File: config.mk
export PLATFORM = sky130hd
export DESIGN_NAME = window_minmax_level_quantizer_top
export DESIGN_NICKNAME = d
export VERILOG_FILES = /design/src/wmq_pkg.sv /design/src/wmq_ram.sv /design/src/wmq_div.sv /design/src/window_minmax_level_quantizer_top.sv
export SDC_FILE = /design/constraint.sdc
export NUM_CORES = 2
export LEC_CHECK = 0
export ABC_CLOCK_PERIOD_IN_PS = 7400
export BUFFER_PORTS_ARGS = -buffer_cell sky130_fd_sc_hd__buf_2
export CORE_MARGIN = 4
export CORE_UTILIZATION = 27
export CTS_BUF_LIST = sky130_fd_sc_hd__clkbuf_4 sky130_fd_sc_hd__clkbuf_8
export DETAILED_ROUTE_END_ITERATION = 7
export GPL_ROUTABILITY_DRIVEN = 1
export GPL_TIMING_DRIVEN = 0
export PLACE_DENSITY = 0.42
export SLEW_MARGIN = 20
export SYNTH_ARGS = -nofsm -noshare
export SYNTH_HDL_FRONTEND = slang
export SYNTH_HIERARCHICAL = 1
export SYNTH_SLANG_ARGS = --single-unit
File: constraint.sdc
create_clock -name clk -period 7.4 [get_ports clk]
set_input_delay 0.37 -clock clk [delete_from_list [all_inputs] [get_ports clk]]
set_output_delay 0.37 -clock clk [all_outputs]
set_load 0.005 [all_outputs]
File: src/wmq_pkg.sv
// shared types and constants for the window min/max level quantizer
package wmq_pkg;

	localparam int DEF_WINDOW_DEPTH = 64;
	localparam int DEF_MAX_WIDTH    = 64;

	localparam int DATA_W    = 32;
	localparam int OPC_W     = 2;
	localparam int S_USER_W  = OPC_W + 1;
	localparam int CODE_W    = 4;
	localparam int M_DATA_W  = 8;
	localparam int CFG_W     = 7;
	localparam int REG_IDX_W = 1;

	localparam int QUO_W  = 4;
	localparam int STEP_W = 2;
	localparam int DEN_W  = DATA_W;
	localparam int NUM_W  = DATA_W + QUO_W;

	localparam logic [OPC_W-1:0] OP_APPEND = 2'd0;
	localparam logic [OPC_W-1:0] OP_CLEAR  = 2'd1;
	localparam logic [OPC_W-1:0] OP_RENDER = 2'd2;

	localparam logic [REG_IDX_W-1:0] REG_CAPACITY = 1'b0;
	localparam logic [REG_IDX_W-1:0] REG_WIDTH    = 1'b1;

	localparam logic [CODE_W-1:0] BLANK_CODE = 4'd10;
	localparam logic [CODE_W-1:0] LEVEL_ZERO = 4'd0;

	typedef enum logic [2:0] {
		ST_IDLE,
		ST_SCAN,
		ST_PAD,
		ST_RD,
		ST_DAT,
		ST_DIV
	} state_t;

endpackage

File: src/wmq_ram.sv
// generic single-write, single-read ram with registered read data
module wmq_ram #(
	parameter int WIDTH = 32,
	parameter int DEPTH = 64,
	parameter int AW    = (DEPTH > 1) ? $clog2(DEPTH) : 1
) (
	input  logic             clk,
	input  logic             we,
	input  logic [AW-1:0]    waddr,
	input  logic [WIDTH-1:0] wdata,
	input  logic             re,
	input  logic [AW-1:0]    raddr,
	output logic [WIDTH-1:0] rdata
);

	logic [WIDTH-1:0] mem_q [DEPTH];

	always_ff @(posedge clk) begin
		if (we) begin
			mem_q[waddr] <= wdata;
		end
		if (re) begin
			rdata <= mem_q[raddr];
		end
	end

endmodule

File: src/wmq_div.sv
// iterative restoring divider, one quotient bit per cycle
module wmq_div (
	input  logic                        clk,
	input  logic                        arst_n,
	input  logic                        start,
	input  logic [wmq_pkg::NUM_W-1:0]   num,
	input  logic [wmq_pkg::DEN_W-1:0]   den,
	output logic                        busy,
	output logic [wmq_pkg::QUO_W-1:0]   quo
);
	import wmq_pkg::*;

	logic [NUM_W-1:0]  rem_q;
	logic [NUM_W-1:0]  dsh_q;
	logic [QUO_W-1:0]  quo_q;
	logic [STEP_W-1:0] step_q;
	logic              busy_q;
	logic              ge;

	assign ge   = rem_q >= dsh_q;
	assign busy = busy_q;
	assign quo  = quo_q;

	always_ff @(posedge clk or negedge arst_n) begin
		if (!arst_n) begin
			busy_q <= 1'b0;
			step_q <= '0;
		end else if (start) begin
			busy_q <= 1'b1;
			step_q <= '0;
		end else if (busy_q) begin
			step_q <= step_q + 1'b1;
			if (step_q == STEP_W'(QUO_W - 1)) begin
				busy_q <= 1'b0;
			end
		end
	end

	always_ff @(posedge clk) begin
		if (start) begin
			rem_q <= num;
			dsh_q <= {{(NUM_W - DEN_W - QUO_W + 1){1'b0}}, den, {(QUO_W - 1){1'b0}}};
			quo_q <= '0;
		end else if (busy_q) begin
			if (ge) begin
				rem_q <= rem_q - dsh_q;
			end
			quo_q <= {quo_q[QUO_W-2:0], ge};
			dsh_q <= dsh_q >> 1;
		end
	end

endmodule

File: src/window_minmax_level_quantizer_top.sv
// sliding window of Q16.16 samples rendered as min/max-normalized 0..9 level codes
// Appends can arrive back to back while no config write is pending. A render
// with a nonzero width blocks the input until its last code is handed to the output
// register: it scans the whole window through the registered memory read port (no scan
// for an empty window), then emits the blank codes, then for each shown sample does a
// memory read and a division in the four-step shared divider. Output stalls hold the
// render until the output register is free.
module window_minmax_level_quantizer_top #(
	parameter int WINDOW_DEPTH = wmq_pkg::DEF_WINDOW_DEPTH,
	parameter int MAX_WIDTH    = wmq_pkg::DEF_MAX_WIDTH
) (
	input  logic                            clk,
	input  logic                            arst_n,
	input  logic                            s_tvalid,
	output logic                            s_tready,
	input  logic [wmq_pkg::DATA_W-1:0]      s_tdata,   // sample
	input  logic [wmq_pkg::S_USER_W-1:0]    s_tuser,   // opcode, sample_finite
	output logic                            m_tvalid,
	input  logic                            m_tready,
	output logic [wmq_pkg::M_DATA_W-1:0]    m_tdata,   // level_code, zero fill
	output logic                            m_tlast,
	input  logic                            cfg_we,
	input  logic [wmq_pkg::REG_IDX_W-1:0]   cfg_addr,
	input  logic [wmq_pkg::CFG_W-1:0]       cfg_wdata
);
	import wmq_pkg::*;

	localparam int AW = (WINDOW_DEPTH > 1) ? $clog2(WINDOW_DEPTH) : 1;
	localparam int CW = $clog2(WINDOW_DEPTH + 1);
	localparam int SW = CW + 1;
	localparam int VW = (CW > CFG_W) ? CW : CFG_W;

	state_t state_q, state_d;

	logic [AW-1:0]     oldest_q;
	logic [CW-1:0]     count_q;
	logic [CW-1:0]     cap_q;
	logic [CW-1:0]     age_q;
	logic [CFG_W-1:0]  width_q;
	logic [CFG_W-1:0]  shown_q;
	logic [CFG_W-1:0]  pad_q;
	logic [DATA_W-1:0] lo_q;
	logic [DATA_W-1:0] hi_q;
	logic              issue_s1;
	logic              first_s1;
	logic              m_valid_q;
	logic [CODE_W-1:0] m_code_q;
	logic              m_last_q;

	logic [OPC_W-1:0]  opcode;
	logic              finite;
	logic              in_acc;
	logic              render_go;
	logic              out_free;

	logic [VW-1:0]     v_ext;
	logic [CW-1:0]     cap_new;
	logic [CFG_W-1:0]  width_new;
	logic              trim;
	logic [CW-1:0]     excess;

	logic [CW-1:0]     age_sel;
	logic [SW-1:0]     sum;
	logic [SW-1:0]     slot_sum;
	logic [AW-1:0]     slot;
	logic [AW-1:0]     oldest_inc;

	logic [CFG_W-1:0]  shown_new;
	logic [CFG_W-1:0]  pad_new;

	logic [DATA_W-1:0] rdata;
	logic [DATA_W:0]   diff;
	logic [DATA_W:0]   span_ext;
	logic [NUM_W-1:0]  num;
	logic              span_zero;
	logic              div_busy;
	logic [QUO_W-1:0]  quo;

	logic              wr_en;
	logic              ram_re;
	logic              emit;
	logic [CODE_W-1:0] emit_code;
	logic              emit_last;
	logic              div_start;

	assign opcode    = s_tuser[OPC_W-1:0];
	assign finite    = s_tuser[OPC_W];
	assign s_tready  = (state_q == ST_IDLE) && !cfg_we;
	assign in_acc    = s_tvalid && s_tready;
	assign render_go = in_acc && (opcode == OP_RENDER) && (width_q != '0);
	assign out_free  = !m_valid_q || m_tready;

	// config decode with saturation
	assign v_ext = VW'(cfg_wdata);
	always_comb begin
		if (cfg_wdata == '0) begin
			cap_new = CW'(1);
		end else if (v_ext > VW'(WINDOW_DEPTH)) begin
			cap_new = CW'(WINDOW_DEPTH);
		end else begin
			cap_new = CW'(v_ext);
		end
	end
	assign width_new = (cfg_wdata > CFG_W'(MAX_WIDTH)) ? CFG_W'(MAX_WIDTH) : cfg_wdata;
	assign trim      = cfg_we && (cfg_addr == REG_CAPACITY) && (count_q > cap_new);
	assign excess    = count_q - cap_new;

	// circular slot of an age
	assign age_sel  = (state_q == ST_IDLE) ? (cfg_we ? excess : count_q) : age_q;
	assign sum      = SW'(oldest_q) + SW'(age_sel);
	assign slot_sum = (sum >= SW'(WINDOW_DEPTH)) ? sum - SW'(WINDOW_DEPTH) : sum;
	assign slot     = slot_sum[AW-1:0];
	assign oldest_inc = (oldest_q == AW'(WINDOW_DEPTH - 1)) ? '0 : oldest_q + 1'b1;

	assign shown_new = (VW'(count_q) < VW'(width_q)) ? CFG_W'(count_q) : width_q;
	assign pad_new   = width_q - shown_new;

	// divider operands
	assign diff      = {rdata[DATA_W-1], rdata} - {lo_q[DATA_W-1], lo_q};
	assign span_ext  = {hi_q[DATA_W-1], hi_q} - {lo_q[DATA_W-1], lo_q};
	assign num       = {{QUO_W{1'b0}}, diff[DATA_W-1:0]} +
	                   {1'b0, diff[DATA_W-1:0], 3'b000};
	assign span_zero = hi_q == lo_q;

	wmq_ram #(
		.WIDTH (DATA_W),
		.DEPTH (WINDOW_DEPTH),
		.AW    (AW)
	) u_ram (
		.clk   (clk),
		.we    (wr_en),
		.waddr (slot),
		.wdata (s_tdata),
		.re    (ram_re),
		.raddr (slot),
		.rdata (rdata)
	);

	wmq_div u_div (
		.clk    (clk),
		.arst_n (arst_n),
		.start  (div_start),
		.num    (num),
		.den    (span_ext[DATA_W-1:0]),
		.busy   (div_busy),
		.quo    (quo)
	);

	// next state
	always_comb begin
		state_d = state_q;
		case (state_q)
			ST_IDLE: begin
				if (render_go) begin
					state_d = (count_q != '0) ? ST_SCAN : ST_PAD;
				end
			end
			ST_SCAN: begin
				if ((age_q == count_q) && !issue_s1) begin
					state_d = ST_PAD;
				end
			end
			ST_PAD: begin
				if (pad_q == '0) begin
					state_d = ST_RD;
				end else if (out_free && (pad_q == CFG_W'(1)) && (shown_q == '0)) begin
					state_d = ST_IDLE;
				end
			end
			ST_RD: begin
				state_d = ST_DAT;
			end
			ST_DAT: begin
				state_d = ST_DIV;
			end
			ST_DIV: begin
				if (!div_busy && out_free) begin
					state_d = (shown_q == CFG_W'(1)) ? ST_IDLE : ST_RD;
				end
			end
			default: begin
				state_d = ST_IDLE;
			end
		endcase
	end

	// sequencer outputs
	always_comb begin
		wr_en     = 1'b0;
		ram_re    = 1'b0;
		emit      = 1'b0;
		emit_code = BLANK_CODE;
		emit_last = 1'b0;
		div_start = 1'b0;
		case (state_q)
			ST_IDLE: begin
				wr_en = in_acc && (opcode == OP_APPEND) && finite;
			end
			ST_SCAN: begin
				ram_re = age_q < count_q;
			end
			ST_PAD: begin
				if ((pad_q != '0) && out_free) begin
					emit      = 1'b1;
					emit_last = (pad_q == CFG_W'(1)) && (shown_q == '0);
				end
			end
			ST_RD: begin
				ram_re = 1'b1;
			end
			ST_DAT: begin
				div_start = 1'b1;
			end
			ST_DIV: begin
				if (!div_busy && out_free) begin
					emit      = 1'b1;
					emit_code = span_zero ? LEVEL_ZERO : quo;
					emit_last = shown_q == CFG_W'(1);
				end
			end
			default: begin
			end
		endcase
	end

	always_ff @(posedge clk or negedge arst_n) begin
		if (!arst_n) begin
			state_q   <= ST_IDLE;
			oldest_q  <= '0;
			count_q   <= '0;
			cap_q     <= CW'(WINDOW_DEPTH);
			width_q   <= CFG_W'(MAX_WIDTH);
			age_q     <= '0;
			shown_q   <= '0;
			pad_q     <= '0;
			issue_s1  <= 1'b0;
			first_s1  <= 1'b0;
			m_valid_q <= 1'b0;
		end else begin
			state_q  <= state_d;
			issue_s1 <= ram_re && (state_q == ST_SCAN);
			first_s1 <= age_q == '0;

			if (cfg_we) begin
				case (cfg_addr)
					REG_CAPACITY: begin
						cap_q <= cap_new;
						if (trim) begin
							oldest_q <= slot;
							count_q  <= cap_new;
						end
					end
					REG_WIDTH: begin
						width_q <= width_new;
					end
					default: begin
					end
				endcase
			end

			if (in_acc) begin
				case (opcode)
					OP_APPEND: begin
						if (finite) begin
							if (count_q >= cap_q) begin
								oldest_q <= oldest_inc;
							end else begin
								count_q <= count_q + 1'b1;
							end
						end
					end
					OP_CLEAR: begin
						count_q  <= '0;
						oldest_q <= '0;
					end
					OP_RENDER: begin
						age_q   <= '0;
						shown_q <= shown_new;
						pad_q   <= pad_new;
					end
					default: begin
					end
				endcase
			end

			if ((state_q == ST_SCAN) && ram_re) begin
				age_q <= age_q + 1'b1;
			end
			if ((state_q == ST_SCAN) && (state_d == ST_PAD)) begin
				age_q <= count_q - CW'(shown_q);
			end
			if ((state_q == ST_PAD) && emit) begin
				pad_q <= pad_q - 1'b1;
			end
			if ((state_q == ST_DIV) && emit) begin
				shown_q <= shown_q - 1'b1;
				age_q   <= age_q + 1'b1;
			end

			if (emit) begin
				m_valid_q <= 1'b1;
			end else if (m_tready) begin
				m_valid_q <= 1'b0;
			end
		end
	end

	// window min/max and output beat payload
	always_ff @(posedge clk) begin
		if (issue_s1) begin
			if (first_s1) begin
				lo_q <= rdata;
				hi_q <= rdata;
			end else begin
				if ($signed(rdata) < $signed(lo_q)) begin
					lo_q <= rdata;
				end
				if ($signed(rdata) > $signed(hi_q)) begin
					hi_q <= rdata;
				end
			end
		end
		if (emit) begin
			m_code_q <= emit_code;
			m_last_q <= emit_last;
		end
	end

	assign m_tvalid = m_valid_q;
	assign m_tdata  = {{(M_DATA_W - CODE_W){1'b0}}, m_code_q};
	assign m_tlast  = m_last_q;

endmodule
Word-level counts from Yosys, hierarchy flattened
Memories as Yosys holds them, arrays and structs flattened. A register that Yosys moved wholly into a read port is not among the register bits. Cells that the tools add are included.

Register bits: 201. Latch bits: 0. Bits in writable memories: 2048. Bits in read-only memories: 0. Input port bits: 48. Output and inout port bits: 11. Memories kept: 1.

Memory list: u_ram.mem_q (words 64, width 32, read ports 1, clocked after Yosys merged registers in 1, wr ports 1, line wmq_ram.sv:16) `logic [WIDTH-1:0] mem_q [DEPTH];`.

Add/subtract/negate cells: 15. $mul: 0. Div/mod/pow operators: 0. Magnitude comparators: 9. Eq/ne operators: 14. Shift operators: 0. Muxes and demuxes: 68. Bitwise gates (word level): 3. Reductions and logical operators: 53.

Operators with widths (number): 7-bit two-way mux (22); 32-bit two-way mux (4); 36-bit two-way mux (3); 35-bit two-way mux (2); 32-bit subtractor (2); 6-bit two-way mux (8); 32-bit by 35-bit adder with 36-bit output (1); 36-bit by 35-bit greater-or-equal comparator with 1-bit output (1); 36-bit by 35-bit subtractor with 36-bit output (1); 32-bit equality test (1); 32-bit > comparator (1); 32-bit less-than comparator (1); 7-bit logical NOT (4); 7-bit nonzero test (3); 7-bit subtractor (3); 1-bit logical AND (18); 3-bit one-hot mux with 6 select lines (1); 2-bit AND reduction (9); 2-bit nonzero test (9); 3-bit two-way mux (5); 7-bit by 1-bit adder with 7-bit output, second input constant (2); 7-bit by 1-bit equality test with 1-bit output, second input constant (2); 7-bit less-than comparator (2); 7-bit one-hot mux with 2 select lines (1); 28 further kinds (56).

Logic depth before layout (Yosys ltp)
Depth in word-level cells: 16. Mapped depth: 25. Gate-level depth less buffers: 25.

By module
Netlist, hierarchy kept.

By module, submodules not included: wmq_ram (times used 1, cells an instance 3324, area each 78835.6 sq um, seq. area each 62459.9 sq um); window_minmax_level_quantizer_top (times used 1, cells an instance 1420, area each 12335.6 sq um, seq. area each 3425.8 sq um); wmq_div (times used 1, cells an instance 616, area each 5606.6 sq um, seq. area each 2257.2 sq um).

Worst setup path after synthesis
Ideal clock, no wire load.

Path type: input -> register. From: input port cfg_wdata[1] in the netlist's numbering. To: memory u_ram.mem_q[48][0], enable pin. Library setup time: 461 ps. Arrival time: 5760 ps. Data required time: 6939 ps. Path slack: 1179 ps. Stages on the path: 19. Buffers on the path: 1. Cell sequence: nor3_1 > a21oi_1 > nor2_1 > ha_1 > inv_1 > fa_1 > mux2i_1 > o21ai_0 > ha_1 > a21o_1 > a21oi_1 > o21bai_1 > a21oi_1 > xnor2_1 > a211oi_1 > or2_2 > clkbuf_1 > nand4b_1 > nor3_1.

Word-level cells in the longest chain between the ends: 9.

RTL lines: start, declared (line window_minmax_level_quantizer_top.sv:24) `input logic [wmq_pkg::CFG_W-1:0] cfg_wdata`; 7-bit > comparator (line window_minmax_level_quantizer_top.sv:98) `end else if (v_ext > VW'(WINDOW_DEPTH)) begin`; 7-bit two-way mux (line window_minmax_level_quantizer_top.sv:98); 7-bit two-way mux * (line window_minmax_level_quantizer_top.sv:96) `if (cfg_wdata == '0) begin`; net cap_new[0] (line window_minmax_level_quantizer_top.sv:57) `logic [CW-1:0] cap_new;`; 7-bit subtractor * (line window_minmax_level_quantizer_top.sv:106) `assign excess = count_q - cap_new;`; 7-bit two-way mux * (2 in a row) (line window_minmax_level_quantizer_top.sv:109) `assign age_sel = (state_q == ST_IDLE) ? (cfg_we ? excess : count_q) : age_q;`; 6-bit by 7-bit adder with 8-bit output * (line window_minmax_level_quantizer_top.sv:110) `assign sum = SW'(oldest_q) + SW'(age_sel);`; 8-bit by 7-bit greater-or-equal comparator with 1-bit output / 6-bit by 1-bit subtractor with 6-bit output (equally long branches) (line window_minmax_level_quantizer_top.sv:111) `assign slot_sum = (sum >= SW'(WINDOW_DEPTH)) ? sum - SW'(WINDOW_DEPTH) : sum;`; 6-bit two-way mux * (line window_minmax_level_quantizer_top.sv:111); net slot_sum[5] (line window_minmax_level_quantizer_top.sv:64) `logic [SW-1:0] slot_sum;`; end, declared (line wmq_ram.sv:16).

The timed path passes the listed nets; every way through them passes the cells marked *.

Worst setup path in the final report
From: register count_q[0]. To: register u_ram.rdata[7], read port of u_ram.mem_q (data pin).

Word-level cells in the longest chain between the ends: 6.

RTL lines: start, declared (line window_minmax_level_quantizer_top.sv:36) `logic [CW-1:0] count_q;`; start signal, assigned (line window_minmax_level_quantizer_top.sv:250) `count_q <= cap_new;`; start signal, assigned (line window_minmax_level_quantizer_top.sv:268) `count_q <= count_q + 1'b1;`; 7-bit subtractor (line window_minmax_level_quantizer_top.sv:106); 7-bit two-way mux * (2 in a row) (line window_minmax_level_quantizer_top.sv:109); 6-bit by 7-bit adder with 8-bit output * (line window_minmax_level_quantizer_top.sv:110); 8-bit by 7-bit greater-or-equal comparator with 1-bit output / 6-bit by 1-bit subtractor with 6-bit output (equally long branches) (line window_minmax_level_quantizer_top.sv:111); 6-bit two-way mux * (line window_minmax_level_quantizer_top.sv:111); net slot_sum[2] (line window_minmax_level_quantizer_top.sv:64); end, declared (line wmq_ram.sv:13) `output logic [WIDTH-1:0] rdata`.

Marked as above. A chain may end at the register's enable or synchronous reset.

==> reports/qor.txt <==
Status = finished, final reports clean
Die width = 606.7 um
Hold Crit Class = primary input to flip-flop
Number of detailed-route iterations in the first pass = 6
Most frequent CP cell = buf_2
FF/Latch Area = 68140 sq um
Fin crit period = 7.290 ns
CTS tree = yes
Area grow syn2layout = 19.49%
Max-slew headroom = 0.2156
Peak Freq = 0.1372 GHz
WP data required = 8.06 ns
CTS buffer count = 396
Hold path depth = 4
Average instance area after synthesis = 18.06 sq um
Worst Reg-to-Reg Cells = 17
Number of global-route vias before repair = 56776
Initial Utilization = 0.2715
Port-buffer cells = 53
Clock latency on the worst-skew pair = 1.03 ns
RSZ-0062 raised after global routing = false
Synth warn = 6
Routed vias/inst = 5.035
Post-DP HPWL = 236.8 mm
Final Slew Violations = 0
WL final = 340.3 mm
Startpoint type of the worst setup path = flip-flop
CTS root buffer = clkbuf_8
Fin Setup TNS = 0 ns
Postcts setup bufs = 0
Tcrit/Tclk final = 0.9852
CTS max path bufs = 4
Syn Inst Count = 5360
WL per Instance = 30.68 um
CP Max Fanout = 10
Synth cell types = 113
Chip height = 606.7 um
Max-cap violation count = 0
Primary FF master, synth = edfxtp_1
Vias = 55844
Worst Setup End Kind = flip-flop
Synthesized flop and latch total = 2281
Worst Skew = 0.1243 ns
Share of the yosys chip area belonging to registers = 0.7041
Cell Area, Synth = 96780 sq um
Core area = 356500 sq um
Nets = 6309
Commonest non-fill, non-tap cell in the layout = edfxtp_1
Multi-input logic area = 27400 sq um
First-pass GRT wire length = 464.0 mm
Hold Fails Final Rpt = 0
Fraction of registers with async set/reset = 0.02499
Share of cells above drive strength 1 = 0.2631
Worst path arrival time = 7.95 ns
Die area = 368100 sq um
Critical path class = flip-flop to flip-flop
Num rows = 219
Total gr overflow = 0
Most frequent cells in the layout = edfxtp_1 (2217), mux4_2 (544), clkbuf_8 (404)
GP Congestion = 0.8114
Slowest stage delay, CP = 0.65 ns
Worst-Margin Slew = 1.177 ns
Critical Path Slowest Stage Cell = buf_2
IO Pins = 59
FILL cells = 34477
DRT iter0 DRCs = 5823
Critical Path, Cell by Cell = inv_1 > ha_1 > inv_1 > fa_1 > mux2i_1 > o21ai_0 > fa_1 > xor2_1 > clkbuf_1 > buf_2 > buf_2 > buf_2 > buf_2 > mux2i_1 > a21oi_1 > a21oi_1 > nor2_1
Largest net degree at the start of global routing = 65
Number of flops mapped to enable cells by yosys = 2217
Final setup vio count = 0
H-Tree Depth = 5
Sink Count = 2281
Gr usage total = 0.1808
Detail Route Antenna Nets = 0
Initial antenna violation count = 27
Clock slew at reported path FFs = 0.06 ns
DRC = 0
[worst max-delay path: cells and delay by family, from the launching register on]
kind	cells	cell delay (ns)
AOI/OAI and AO/OA	3	0.86
xor gates and xnor gates	1	0.63
adders and majority gates	3	1.20
buffers and inverters	7	2.71
DFF	1	0.59
muxes	2	0.51
and+or+nand+nor	1	0.47
[worst paths after layout]
path                                          start                  endpoint  slack, ns
max                            count_q[0]$_DFF_PN0_  u_ram/rdata[7]$_DFFE_PP_       0.11
min                                          cfg_we    width_q[1]$_DFFE_PN0P_       0.24
max reg2reg                    count_q[0]$_DFF_PN0_  u_ram/rdata[7]$_DFFE_PP_       0.11
min reg2reg                u_ram/rdata[0]$_DFFE_PP_         hi_q[0]$_DFFE_PP_       0.48
max in group asynchronous                    arst_n    width_q[6]$_DFFE_PN1P_       6.18
min in group asynchronous                    arst_n      cap_q[2]$_DFFE_PN0P_       0.52
[synthesized netlist by cell type, types with 12 or more instances]
| cell type | count | area (sq um) |
|---|---|---|
| nand4_1 | 41 | 256.5 |
| o21bai_1 | 19 | 142.6 |
| clkbuf_1 | 120 | 450.4 |
| buf_4 | 30 | 225.2 |
| nand3_1 | 49 | 245.2 |
| nand2_1 | 239 | 897.1 |
| nand2b_1 | 40 | 250.2 |
| nor3_1 | 45 | 225.2 |
| o211ai_1 | 14 | 105.1 |
| a211oi_1 | 18 | 135.1 |
| or3_1 | 13 | 81.33 |
| a22oi_1 | 13 | 97.59 |
| edfxtp_1 | 2217 | 66570 |
| mux4_2 | 544 | 12250 |
| a31oi_1 | 19 | 118.9 |
| nor2_1 | 254 | 953.4 |
| buf_2 | 67 | 335.3 |
| buf_1 | 26 | 97.59 |
| xnor2_1 | 71 | 621.9 |
| a211o_1 | 12 | 105.1 |
| xor2_1 | 46 | 402.9 |
| and3_1 | 28 | 175.2 |
| o221ai_1 | 38 | 332.8 |
| dfrtp_1 | 55 | 1376 |
| o21ai_1 | 13 | 65.06 |
| ha_1 | 213 | 2665 |
| a21oi_1 | 211 | 1056 |
| nor2b_1 | 37 | 231.5 |
| inv_1 | 167 | 626.9 |
| o31ai_1 | 48 | 360.4 |
| a21o_1 | 68 | 510.5 |
| and2_1 | 15 | 93.84 |
| nor4_1 | 12 | 75.07 |
| mux2i_1 | 115 | 1151 |
| o21a_1 | 32 | 240.2 |
| o21ai_0 | 124 | 620.6 |
| o22ai_1 | 88 | 550.5 |
[through the flow]
step	instances	hold WS, ns	utilization	setup slack (ns)	instance area (sq um)
2_1_floorplan	5363	0.07441	-	1.179	96790
3_3_place_gp	10167	0.4674	0.2889	-3.980	103000
3_5_place_dp	10341	0.2173	0.3018	-0.3440	107600
4_1_cts	11072	0.08220	0.3239	0.003073	115500
5_1_grt	11084	0.2412	0.3243	0.01847	115600
6_report	11092	0.2419	0.3244	0.1097	115600
[cells by family after synthesis]
family,after synthesis,synth area share
mux,661,0.1387
simple gates,832,0.04098
compound gates,826,0.05743
fa+ha+maj,221,0.02919
other cells,1,0.00003875
xor+xnor,117,0.01059
flops,2281,0.7041
buf+inv,421,0.01893
[per-layer routing]
layer / global-route usage / wire length [um] / vias up
li1: - / - / 23256
met1: 0.2441 / 146400 / 30082
met2: 0.2975 / 162400 / 2001
met3: 0.02857 / 19760 / 501
met4: 0.05930 / 11760 / 4
met5: 0 / 27 / -
[cell type report]
| class | instances | share of cell area |
|---|---|---|
| buffer | 252 | 0.01075 |
| antenna | 10 | 0.0002164 |
| sequential | 2281 | 0.5893 |
| timing repair buffer | 279 | 0.04159 |
| clock inverter | 130 | 0.006200 |
| multi-input combinational | 2661 | 0.2369 |
| inverter | 169 | 0.005486 |
| clock buffer | 559 | 0.05814 |
| tap | 4751 | 0.05140 |
[registers in the layout, indices dropped and copies added (netlist names), 4 cells and up]
| name | cells |
|---|---|
| u_ram/mem_q | 2048 |
| m_code_q | 4 |
| age_q | 7 |
| u_div/rem_q | 36 |
| shown_q | 7 |
| lo_q | 32 |
| u_ram/rdata | 32 |
| u_div/dsh_q | 35 |
| count_q | 7 |
| cap_q | 7 |
| pad_q | 7 |
| oldest_q | 6 |
| u_div/quo | 4 |
| width_q | 7 |
| hi_q | 32 |
[timing repair]
item                                     CTS  global route
hold endpoints to repair                1410           386
gates resized for setup                   14             3
hold buffers                              42             9
endpoints found under the setup margin    14             2
Power is not shown: default switching activity piles up to over one toggle a cycle in this logic, so the estimate is an artifact.
